File: src/rtl/cttjw_pkg.sv
// Package for the compound text to Japanese wide character decoder.
// Holds parser mode codes, set codes, state and result types and the reset state.
// No dependencies.
package cttjw_pkg;

    localparam int COUNT_BITS = 16;

    localparam logic [3:0] M_GROUND = 4'd0;
    localparam logic [3:0] M_ESC    = 4'd1;
    localparam logic [3:0] M_CSI_P  = 4'd2;
    localparam logic [3:0] M_CSI_I  = 4'd3;
    localparam logic [3:0] M_PRIV_M = 4'd4;
    localparam logic [3:0] M_PRIV_L = 4'd5;
    localparam logic [3:0] M_SKIP   = 4'd6;
    localparam logic [3:0] M_TRAIL  = 4'd7;
    localparam logic [3:0] M_DRAIN  = 4'd8;

    localparam logic [9:0] SET_96     = 10'h100;
    localparam logic [9:0] SET_MB     = 10'h200;
    localparam logic [9:0] SET_ASCII  = 10'h042;
    localparam logic [9:0] SET_ROMAN  = 10'h04a;
    localparam logic [9:0] SET_KANA   = 10'h049;
    localparam logic [9:0] SET_LATIN1 = 10'h141;
    localparam logic [9:0] SET_KANJI  = 10'h242;

    localparam logic [7:0] CH_TAB = 8'h09;
    localparam logic [7:0] CH_NL  = 8'h0a;
    localparam logic [7:0] CH_ESC = 8'h1b;
    localparam logic [7:0] CH_CSI = 8'h9b;

    localparam logic [7:0] IC_G0_94  = 8'h28;
    localparam logic [7:0] IC_G1_94  = 8'h29;
    localparam logic [7:0] IC_G1_96  = 8'h2d;
    localparam logic [7:0] IC_MB     = 8'h24;
    localparam logic [7:0] IC_PRIV   = 8'h25;
    localparam logic [7:0] IC_PRIV_2 = 8'h2f;

    typedef struct packed {
        logic [3:0]            mode;
        logic [9:0]            g0_set;
        logic [9:0]            g1_set;
        logic [1:0]            inter_cnt;
        logic [7:0]            inter_first;
        logic [7:0]            inter_second;
        logic [9:0]            cur_set;
        logic [1:0]            trail_left;
        logic [6:0]            accum;
        logic [13:0]           skip_left;
        logic [COUNT_BITS-1:0] chars_seen;
    } t_state;

    typedef struct packed {
        logic        char_valid;
        logic [15:0] wide_char;
        logic        done_res;
        logic        error;
        logic [15:0] char_count;
    } t_result;

    function automatic t_state state_init();
        t_state s;
        s              = '0;
        s.mode         = M_GROUND;
        s.g0_set       = SET_ASCII;
        s.g1_set       = SET_LATIN1;
        return s;
    endfunction

endpackage

File: src/rtl/compound_text_to_japanese_wide_top.sv
// Top level of the compound text to Japanese wide character decoder.
// Depends on cttjw_pkg and cttjw_decode.
//
// Usage:
//   Slave channel: one octet of compound text per item on s_axis tdata,
//   tlast marks the final octet of a string.
//   Master channel: a result item is sent for each decoded character, for
//   the final octet and for the first error. tdata carries the wide
//   character and the character count, tuser the char_valid and error
//   flags, tlast is done (final octet or error).
//   An accepted octet passes the input register, decode and the result
//   register before its result is shown to the receiver. Throughput is
//   one octet per cycle while no receiver stall holds the input register.
//   After an error, octets are dropped without result up to the final one.
//   Reset clears the parser to ASCII in G0 and Latin-1 right half in G1;
//   each string end does the same.
//   When the receiver stalls, the result register holds; octets that make
//   no result keep flowing, and one that needs the output waits in the
//   input register, which then deasserts tready.
module compound_text_to_japanese_wide_top import cttjw_pkg::*; (
    input  logic        i_clk,
    input  logic        i_rst_n,
    input  logic        i_s_axis_tvalid,
    output logic        o_s_axis_tready,
    input  logic [7:0]  i_s_axis_tdata,   // [7:0] data_byte
    input  logic        i_s_axis_tlast,   // last_byte
    output logic        o_m_axis_tvalid,
    input  logic        i_m_axis_tready,
    output logic [31:0] o_m_axis_tdata,   // [15:0] wide_char, [31:16] char_count
    output logic [1:0]  o_m_axis_tuser,   // [0] char_valid, [1] error
    output logic        o_m_axis_tlast    // done_res
);

    logic       r_in_valid;
    logic [7:0] r_in_byte;
    logic       r_in_last;
    t_state     r_state;
    t_state     n_state;
    logic       r_out_valid;
    t_result    r_out;
    t_result    n_out;
    logic       emit;
    logic       out_free;
    logic       fire;

    cttjw_decode u_decode (
        .i_state  (r_state),
        .i_byte   (r_in_byte),
        .i_last   (r_in_last),
        .o_state  (n_state),
        .o_emit   (emit),
        .o_result (n_out)
    );

    assign out_free        = !r_out_valid || i_m_axis_tready;
    assign fire            = r_in_valid && (!emit || out_free);
    assign o_s_axis_tready = !r_in_valid || fire;

    always_ff @(posedge i_clk) begin
        if (!i_rst_n) begin
            r_in_valid <= 1'b0;
        end else if (i_s_axis_tvalid && o_s_axis_tready) begin
            r_in_valid <= 1'b1;
        end else if (fire) begin
            r_in_valid <= 1'b0;
        end
    end

    always_ff @(posedge i_clk) begin
        if (i_s_axis_tvalid && o_s_axis_tready) begin
            r_in_byte <= i_s_axis_tdata;
            r_in_last <= i_s_axis_tlast;
        end
    end

    always_ff @(posedge i_clk) begin
        if (!i_rst_n) begin
            r_state <= state_init();
        end else if (fire) begin
            r_state <= n_state;
        end
    end

    always_ff @(posedge i_clk) begin
        if (!i_rst_n) begin
            r_out_valid <= 1'b0;
        end else if (fire && emit) begin
            r_out_valid <= 1'b1;
        end else if (i_m_axis_tready) begin
            r_out_valid <= 1'b0;
        end
    end

    always_ff @(posedge i_clk) begin
        if (fire && emit) begin
            r_out <= n_out;
        end
    end

    assign o_m_axis_tvalid = r_out_valid;
    assign o_m_axis_tdata  = {r_out.char_count, r_out.wide_char};
    assign o_m_axis_tuser  = {r_out.error, r_out.char_valid};
    assign o_m_axis_tlast  = r_out.done_res;

endmodule

File: src/rtl/cttjw_decode.sv
// Next-state and result logic for one octet of compound text.
// Depends on cttjw_pkg.
module cttjw_decode import cttjw_pkg::*; (
    input  t_state     i_state,
    input  logic [7:0] i_byte,
    input  logic       i_last,
    output t_state     o_state,
    output logic       o_emit,
    output t_result    o_result
);

    t_state      n;
    logic        err;
    logic        have;
    logic [15:0] wc;
    logic [9:0]  gs;
    logic [6:0]  c;
    logic [13:0] skip_new;
    logic [32:0] cnt_ext;

    assign c  = i_byte[6:0];
    assign gs = i_byte[7] ? i_state.g1_set : i_state.g0_set;
    assign skip_new = i_state.skip_left | {7'd0, c};

    always_comb begin
        n    = i_state;
        err  = 1'b0;
        have = 1'b0;
        wc   = '0;
        if (i_state.mode != M_DRAIN) begin
            unique case (i_state.mode)
                M_ESC: begin
                    if (i_byte >= 8'h20 && i_byte <= 8'h2f) begin
                        if (i_state.inter_cnt == 2'd0) n.inter_first = i_byte;
                        else if (i_state.inter_cnt == 2'd1) n.inter_second = i_byte;
                        if (i_state.inter_cnt != 2'd3) n.inter_cnt = i_state.inter_cnt + 2'd1;
                    end else if (i_byte >= 8'h30 && i_byte <= 8'h7e) begin
                        n.mode = M_GROUND;
                        if (i_state.inter_cnt == 2'd1) begin
                            if (i_state.inter_first == IC_G0_94) n.g0_set = {2'b00, i_byte};
                            else if (i_state.inter_first == IC_G1_94)
                                n.g1_set = {2'b00, i_byte};
                            else if (i_state.inter_first == IC_G1_96)
                                n.g1_set = {2'b00, i_byte} | SET_96;
                        end else if (i_state.inter_cnt == 2'd2) begin
                            if (i_state.inter_first == IC_MB) begin
                                if (i_state.inter_second == IC_G0_94)
                                    n.g0_set = {2'b00, i_byte} | SET_MB;
                                else if (i_state.inter_second == IC_G1_94)
                                    n.g1_set = {2'b00, i_byte} | SET_MB;
                                else if (i_state.inter_second == IC_G1_96)
                                    n.g1_set = {2'b00, i_byte} | SET_MB | SET_96;
                            end else if (i_state.inter_first == IC_PRIV &&
                                         i_state.inter_second == IC_PRIV_2) begin
                                n.mode = M_PRIV_M;
                            end
                        end
                    end else begin
                        err = 1'b1;
                    end
                end
                M_CSI_P: begin
                    if (i_byte >= 8'h30 && i_byte <= 8'h3f) n.mode = M_CSI_P;
                    else if (i_byte >= 8'h20 && i_byte <= 8'h2f) n.mode = M_CSI_I;
                    else if (i_byte >= 8'h40 && i_byte <= 8'h7e) n.mode = M_GROUND;
                    else err = 1'b1;
                end
                M_CSI_I: begin
                    if (i_byte >= 8'h20 && i_byte <= 8'h2f) n.mode = M_CSI_I;
                    else if (i_byte >= 8'h40 && i_byte <= 8'h7e) n.mode = M_GROUND;
                    else err = 1'b1;
                end
                M_PRIV_M: begin
                    n.skip_left = {c, 7'd0};
                    n.mode      = M_PRIV_L;
                end
                M_PRIV_L: begin
                    n.skip_left = skip_new;
                    n.mode      = (skip_new == '0) ? M_GROUND : M_SKIP;
                end
                M_SKIP: begin
                    if (i_state.skip_left != '0) n.skip_left = i_state.skip_left - 14'd1;
                    if (n.skip_left == '0) n.mode = M_GROUND;
                end
                M_TRAIL: begin
                    if (i_state.trail_left != '0) n.trail_left = i_state.trail_left - 2'd1;
                    if (n.trail_left == '0) begin
                        n.mode = M_GROUND;
                        if (i_state.cur_set == SET_KANJI) begin
                            have = 1'b1;
                            wc   = {1'b1, i_state.accum, 1'b1, c};
                        end
                    end
                end
                default: begin
                    n.mode = M_GROUND;
                    if (i_byte == CH_NL || i_byte == CH_TAB) begin
                        have = 1'b1;
                        wc   = {8'd0, i_byte};
                    end else if (i_byte == CH_CSI) begin
                        n.mode = M_CSI_P;
                    end else if (i_byte == CH_ESC) begin
                        n.mode         = M_ESC;
                        n.inter_cnt    = '0;
                        n.inter_first  = '0;
                        n.inter_second = '0;
                    end else if (i_byte[6:5] == 2'b00) begin
                        err = 1'b1;
                    end else if ((gs & SET_MB) != '0) begin
                        unique case (gs[6:4])
                            3'd7:       n.trail_left = 2'd3;
                            3'd6:       n.trail_left = 2'd2;
                            3'd4, 3'd5: n.trail_left = 2'd1;
                            default:    err = 1'b1;
                        endcase
                        if (!err) begin
                            n.cur_set = gs;
                            n.accum   = c;
                            n.mode    = M_TRAIL;
                        end
                    end else if (gs == SET_ASCII || gs == SET_ROMAN) begin
                        have = 1'b1;
                        wc   = {9'd0, c};
                    end else if (gs == SET_KANA) begin
                        have = 1'b1;
                        wc   = {8'd0, 1'b1, c};
                    end
                end
            endcase
            if (!err && i_last && n.mode != M_GROUND) err = 1'b1;
            if (have && n.chars_seen != '1) n.chars_seen = n.chars_seen + COUNT_BITS'(1);
        end
    end

    assign cnt_ext = 33'(n.chars_seen);

    always_comb begin
        o_emit              = (i_state.mode != M_DRAIN) && (err || i_last || have);
        o_result.char_valid = have && !err;
        o_result.wide_char  = (have && !err) ? wc : 16'd0;
        o_result.done_res   = err || i_last;
        o_result.error      = err;
        o_result.char_count = (cnt_ext > 33'h0ffff) ? 16'hffff : cnt_ext[15:0];
        if (i_last) begin
            o_state = state_init();
        end else if (err) begin
            o_state      = n;
            o_state.mode = M_DRAIN;
        end else begin
            o_state = n;
        end
    end

endmodule

File: config.mk
export PLATFORM = sky130hd
export DESIGN_NAME = compound_text_to_japanese_wide_top
export DESIGN_NICKNAME = d
export VERILOG_FILES = /design/src/rtl/cttjw_pkg.sv /design/src/rtl/compound_text_to_japanese_wide_top.sv /design/src/rtl/cttjw_decode.sv
export SDC_FILE = /design/constraint.sdc
export NUM_CORES = 1
export LEC_CHECK = 0
export ABC_AREA = 1
export BUFFER_PORTS_ARGS = -buffer_cell sky130_fd_sc_hd__buf_2
export CORE_AREA = 2 2 128 130
export DETAILED_ROUTE_END_ITERATION = 12
export DIE_AREA = 0 0 130 132
export PLACE_DENSITY = 0.76
export SLEW_MARGIN = 20
export SYNTH_ARGS = -nofsm -noshare
export SYNTH_HDL_FRONTEND = slang
export SYNTH_HIERARCHICAL = 1
export SYNTH_SLANG_ARGS = --single-unit
File: constraint.sdc
create_clock -name i_clk -period 3.8 [get_ports i_clk]
set_input_delay 0.38 -clock i_clk [delete_from_list [all_inputs] [get_ports i_clk]]
set_output_delay 0.38 -clock i_clk [all_outputs]
set_load 0.05 [all_outputs]
# Word level (Yosys, flattened, before mapping)
# Cells that the tools add are included.
[totals] out_inout_bits=37 ff_bits=137 elab_cells=218 in_bits=13
[op_classes] order_cmp=7 bitwise=1 mux=109 addsub=4 eq_ne=33 reduce_logical=44
[op_table] cell="91-bit two-way mux" n=3
[op_table] cell="16-bit two-way mux" n=8
[op_table] cell="10-bit two-way mux" n=11
[op_table] cell="37-bit two-way mux" n=2
[op_table] cell="8-bit by 6-bit equality test with 1-bit output (second input constant)" n=9
[op_table] cell="24-bit two-way mux" n=3
[op_table] cell="20-bit two-way mux" n=3
[op_table] cell="19-bit two-way mux" n=3
[op_table] cell="4-bit two-way mux" n=12
[op_table] cell="14-bit two-way mux" n=3
[op_table] cell="14-bit one-hot mux with 3 select lines" n=1
[op_table] cell="8-bit two-way mux" n=5
[op_table] cell="1-bit two-way mux" n=36
[op_table] cell="18-bit two-way mux" n=2
[op_table] cell="18-bit one-hot mux with 2 select lines" n=1
[op_table] cell="16-bit one-hot mux with 2 select lines" n=1
[op_table] cell="10-bit by 7-bit equality test with 1-bit output (second input constant)" n=3
[op_table] cell="14-bit zero test" n=2
[op_table] cell="4-bit one-hot mux with 7 select lines" n=1
[op_table] cell="16-bit by 1-bit adder with 16-bit output (second input constant)" n=1
[op_table] cell="4-bit by 3-bit equality test with 1-bit output (second input constant)" n=4
[op_table] cell="8-bit by 4-bit equality test with 1-bit output (second input constant)" n=2
[op_table] cell="8-bit by 6-bit greater-or-equal comparator with 1-bit output (second input constant)" n=2
[op_table] cell="16-bit > comparator (second input constant)" n=1
[op_table] cell="38 further kinds" n=79

# Longest topological paths before layout
[logic_depth] depth_word=32 depth_mapped=24

# Modules after synthesis
# The synthesis kept the hierarchy.
[by_module_without_submodules] mod="compound_text_to_japanese_wide_top" area_each_um2=5390.2 cells_per_inst=645 instances=1
[by_module_without_submodules] mod="cttjw_decode" area_each_um2=3339.5 cells_per_inst=709 instances=1

# Worst setup path before layout
# OpenSTA, ideal clock, no wires.
[synth_timing] path_kind="reg2reg" start="register r_in_byte[7]" end="register r_out, in the netlist o_m_axis_tdata[0] (enable)" n_path_buf=4 period_less_slack_ns=3.630 setup_ns=0.390 required_ns=3.410 t_arrival_ns=3.240 path_slack_ns=0.170 path_stages_with_launch=18 cell_sequence="edfxtp_1 buf_6 buf_8 nor3_1 nand2_1 nand3_1 nor2_1 nor3_1 nand3_1 nand2_1 nand3_1 nand2_1 a41oi_1 nand3_2 buf_2 buf_6 nand3_1 inv_1"
[synth_via] elab_chain_cells=30 elab_cells_between_ends=81
[synth_lines] item="start: declaration" line="compound_text_to_japanese_wide_top.sv:35" rtl="logic [7:0] r_in_byte;"
[synth_lines] item="start signal: assignment" line="compound_text_to_japanese_wide_top.sv:71" rtl="r_in_byte <= i_s_axis_tdata;"
[synth_lines] item="10-bit two-way mux" line="cttjw_decode.sv:22" rtl="assign gs = i_byte[7] ? i_state.g1_set : i_state.g0_set;"
[synth_lines] item="3-bit equality test" line="cttjw_decode.sv:110" rtl="unique case (gs[6:4])"
[synth_lines] item="4-bit OR reduction (no source line)"
[synth_lines] item="1-bit two-way mux" line="cttjw_decode.sv:110"
[synth_lines] item="1-bit two-way mux" line="cttjw_decode.sv:109" rtl="end else if ((gs & SET_MB) != '0) begin"
[synth_lines] item="1-bit two-way mux" line="cttjw_decode.sv:107" rtl="end else if (i_byte[6:5] == 2'b00) begin"
[synth_lines] item="1-bit two-way mux" line="cttjw_decode.sv:102" rtl="end else if (i_byte == CH_ESC) begin"
[synth_lines] item="1-bit two-way mux" line="cttjw_decode.sv:100" rtl="end else if (i_byte == CH_CSI) begin"
[synth_lines] item="(+15 left out)"
[synth_lines] item="1-bit logical OR" line="cttjw_decode.sv:138" rtl="o_emit = (i_state.mode != M_DRAIN) && (err || i_last || have);"
[synth_lines] item="1-bit logical OR *" line="cttjw_decode.sv:138"
[synth_lines] item="1-bit logical AND *" line="cttjw_decode.sv:138"
[synth_lines] item="named net emit" line="compound_text_to_japanese_wide_top.sv:42" rtl="logic emit;"
[synth_lines] item="1-bit zero test" line="compound_text_to_japanese_wide_top.sv:56" rtl="assign fire = r_in_valid && (!emit || out_free);"
[synth_lines] item="1-bit logical OR" line="compound_text_to_japanese_wide_top.sv:56"
[synth_lines] item="1-bit logical AND" line="compound_text_to_japanese_wide_top.sv:56"
[synth_lines] item="1-bit logical AND *" line="compound_text_to_japanese_wide_top.sv:95" rtl="if (fire && emit) begin"
[synth_lines] item="end signal: assignment" line="compound_text_to_japanese_wide_top.sv:96" rtl="r_out <= n_out;"
[synth_lines] item="end: declaration" line="compound_text_to_japanese_wide_top.sv:40" rtl="t_result r_out;"
# Mark *: on every way through the listed nets, which the timed path passes. The rest lies on a longest branch. The select of a mux whose other input is x is not followed.
# A chain may end at the register's enable or synchronous reset.

# Final worst setup path
[layout_timing] start="register r_in_byte[7]" end="output port o_s_axis_tready"
[layout_via] elab_chain_cells=30 elab_cells_between_ends=81
[layout_lines] item="10-bit two-way mux" line="cttjw_decode.sv:22"
[layout_lines] item="3-bit equality test" line="cttjw_decode.sv:110"
[layout_lines] item="4-bit OR reduction (no source line)"
[layout_lines] item="1-bit two-way mux" line="cttjw_decode.sv:110"
[layout_lines] item="1-bit two-way mux" line="cttjw_decode.sv:109"
[layout_lines] item="1-bit two-way mux" line="cttjw_decode.sv:107"
[layout_lines] item="1-bit two-way mux" line="cttjw_decode.sv:102"
[layout_lines] item="1-bit two-way mux" line="cttjw_decode.sv:100"
[layout_lines] item="(+15 left out)"
[layout_lines] item="1-bit logical OR" line="cttjw_decode.sv:138"
[layout_lines] item="1-bit logical OR *" line="cttjw_decode.sv:138"
[layout_lines] item="1-bit logical AND *" line="cttjw_decode.sv:138"
[layout_lines] item="named net emit" line="compound_text_to_japanese_wide_top.sv:42"
[layout_lines] item="1-bit zero test *" line="compound_text_to_japanese_wide_top.sv:56"
[layout_lines] item="1-bit logical OR *" line="compound_text_to_japanese_wide_top.sv:56"
[layout_lines] item="1-bit logical AND *" line="compound_text_to_japanese_wide_top.sv:56"
[layout_lines] item="1-bit logical OR *" line="compound_text_to_japanese_wide_top.sv:57" rtl="assign o_s_axis_tready = !r_in_valid || fire;"
[layout_lines] item="end: declaration" line="compound_text_to_japanese_wide_top.sv:24" rtl="output logic o_s_axis_tready,"
# Marked as above.

==> qor.csv <==
metric;value;unit
place_ws;210;ps
area_growth;11.8;%
synthCells;1354;
dp_hpwl;15.1;mm
cts_buffers;17;
grt_util_all_layers;26.8;%
die_w;130;um
internal_power;0.00275;W
peakVddDrop;0.000331;V
clk_latency;430;ps
drive_gt1_share;10.6;%
core;0.0157;mm2
p_comb_share;22.5;%
crit_type;reg2out;
power_frac_clock;35.8;%
drt_iter0_markers;1092;
drc;0;
setup_ws;216;ps
layout.nets;1399;
diodes;0;
core.rowCount;46;
cts.htree.levels;4;
mostFrequentLayoutCells;nand2_1 (244), inv_1 (219), nor2_1 (209);
grt_overflow;0;
cp_max_fo;10;
ys_warn_count;6;
fin_cells;1612;
die-area;0.0172;mm2
ys_seq_area_share;36.5;%
drt-total-wl;22.7;mm
syn_area_per_cell;6.45;um2
cp.arrival;3200;ps
ioPinCount;50;
wire_per_inst;14.1;um
fmax;279;MHz
placed_cell_area;0.00912;mm2
num_vias;8784;
p_switching;0.00139;W
timing.final.crit_share;94.3;%
power_density;424;mW/mm2
fin_area;0.00976;mm2
grt_antenna_before_repair;0;
cts_tree;done;
gp_congestion;0.949;
tightest_slew;783;ps
finalSetupViolCount;0;
cap_violations;0;
leakagePower;4.10;nW
cts_buffer_depth;2;
synth.net_count;1370;
outcome;finished clean;
dp.cells;1573;
dr.pass1.iters;6;
synth.distinct_cells;52;
syn_area;0.00873;mm2
seq_power_share;41.7;%
switching_share;33.6;%
die_y;132;um
ant_nets;0;
slew_violations;0;
crit_path_start_kind;register;
ctsHoldBuffers;0;
layout_commonest_cell;nand2_1;
fin_skew;9.74;ps
cts_sinks;137;
grt_pass1_wl;37.5;mm
setup_tns;0;ps
grt_start_max_net_pins;82;
min_period;3580;ps
viasPerCell;5.45;
rsz0062_at_grt;false;
synth_ff_type;dfxtp_1;
holdCritPathClass;in2reg;
finalHoldViolCount;0;
relSlewSlack;47.8;%
first_global_vias;7659;
initial_core_util;55.6;%
end_kind;output pin;
portBuffers;49;
synth_edf_count;44;
async_flop_share;0;%
crit_required;3420;ps
yosys_register_bits;137;
path_clk_slew;60;ps
cts-root-buf;clkbuf_16;
==> timing repair <==
item                                   in CTS  in global routing
buffers inserted                            1                  6
pin swaps                                   0                  2
endpoints found under the hold margin       0                  0
setup endpoints to repair                   1                  1
resized for setup                           1                 15
==> state kept, by name, indices dropped and copies added (netlist names) <==
register / flops
o_m_axis_tdata: 32
o_m_axis_tlast: 1
o_m_axis_tuser: 2
o_m_axis_tvalid: 1
r_in_byte: 8
r_in_last: 1
r_in_valid: 1
r_state: 91
==> synthesized netlist by cell type, types with 4 or more instances <==
cell type	number	share of area, %
o21ai_0	50	2.9
nand4_1	13	0.93
o22ai_1	7	0.50
buf_2	26	1.5
o21ai_1	4	0.23
nor2_1	211	9.1
xor2_1	10	1.0
dfxtp_1	93	21
nand2_2	5	0.36
inv_2	7	0.30
a21oi_1	119	6.8
a31oi_1	13	0.93
buf_6	4	0.52
nor4_1	12	0.86
nand3_1	139	8.0
xnor2_1	4	0.40
a211oi_1	12	1.0
nand2_1	245	11
edfxtp_1	44	15
nor2_2	7	0.50
inv_1	220	9.5
nor3_1	26	1.5
clkbuf_1	34	1.5
==> worst paths after layout <==
kind / cells after the start / end / start / slack (ps)
setup / recovery: 11 / o_s_axis_tready / r_in_byte[7] / 220
setup reg to reg: 15 / o_m_axis_tdata[31] / r_in_byte[1] / 460
hold / removal: 1 / r_in_byte[0] / i_s_axis_tdata[0] / 130
hold reg to reg: 2 / r_state[83] / r_state[83] / 470
==> stage by stage <==
step	util (%)	hold slack, ps	total power (W)
3_3_place_gp	58.1	441	0.00263
5_1_grt	62.1	112	0.00434
3_5_place_dp	58.1	453	0.00264
2_1_floorplan	-	429	0.00244
4_1_cts	61.5	118	0.00413
6_report	62.1	128	0.00414
==> cell type report <==
type                       instances  area [um2]
fill                            1454        5950
clock inverter                    14        98.8
timing repair buffer              78         507
inverter                         230         863
clock buffer                      18         429
multi-input combinational        919        4410
tap                              216         270
sequential                       137        3190
==> power by group through the flow <==
stage | Clock (W) | Combinational (W) | Sequential (W)
2_1_floorplan | 0 | 0.000615 | 0.00182
3_3_place_gp | 0 | 0.000876 | 0.00175
3_5_place_dp | 0 | 0.000886 | 0.00175
4_1_cts | 0.00151 | 0.000897 | 0.00172
5_1_grt | 0.00156 | 0.00104 | 0.00174
6_report | 0.00148 | 0.000931 | 0.00172
==> cell families (layout without fill, tap and decap cells) <==
logic type      count (synthesis)  in the layout  synth area share (%)
simple gates                  674            674                  33.3
buf+inv                       298            340                  13.7
compound gates                226            226                  14.4
flops                         137            137                  36.5
xor+xnor                       15             15                  1.59
fa+ha+maj                       3              3                 0.430
mux                             1              1                 0.115
==> critical path, stage by stage, from the launching register on <==
cell       delay (ps)
edfxtp_1          540
buf_4             260
o21a_1            230
nor2_1            120
nand2_1           150
a2111oi_2         390
nor2_1            110
nand3_1            80
nand2_1           110
a41oi_4           260
nand4_1           260
buf_6             260
==> per-layer routing <==
| metal | routed length (um) | share of wire, % | vias to the layer above | global-route usage (%) |
|---|---|---|---|---|
| met5 | 0 | 0 | - | 0 |
| met4 | 288 | 1.3 | 0 | 7.83 |
| met3 | 1720 | 7.6 | 32 | 5.03 |
| met2 | 10500 | 46 | 347 | 41.4 |
| met1 | 10300 | 45 | 3972 | 38.2 |
| li1 | - | - | 4433 | - |
Note: power is estimated with default switching activity, not from simulation.
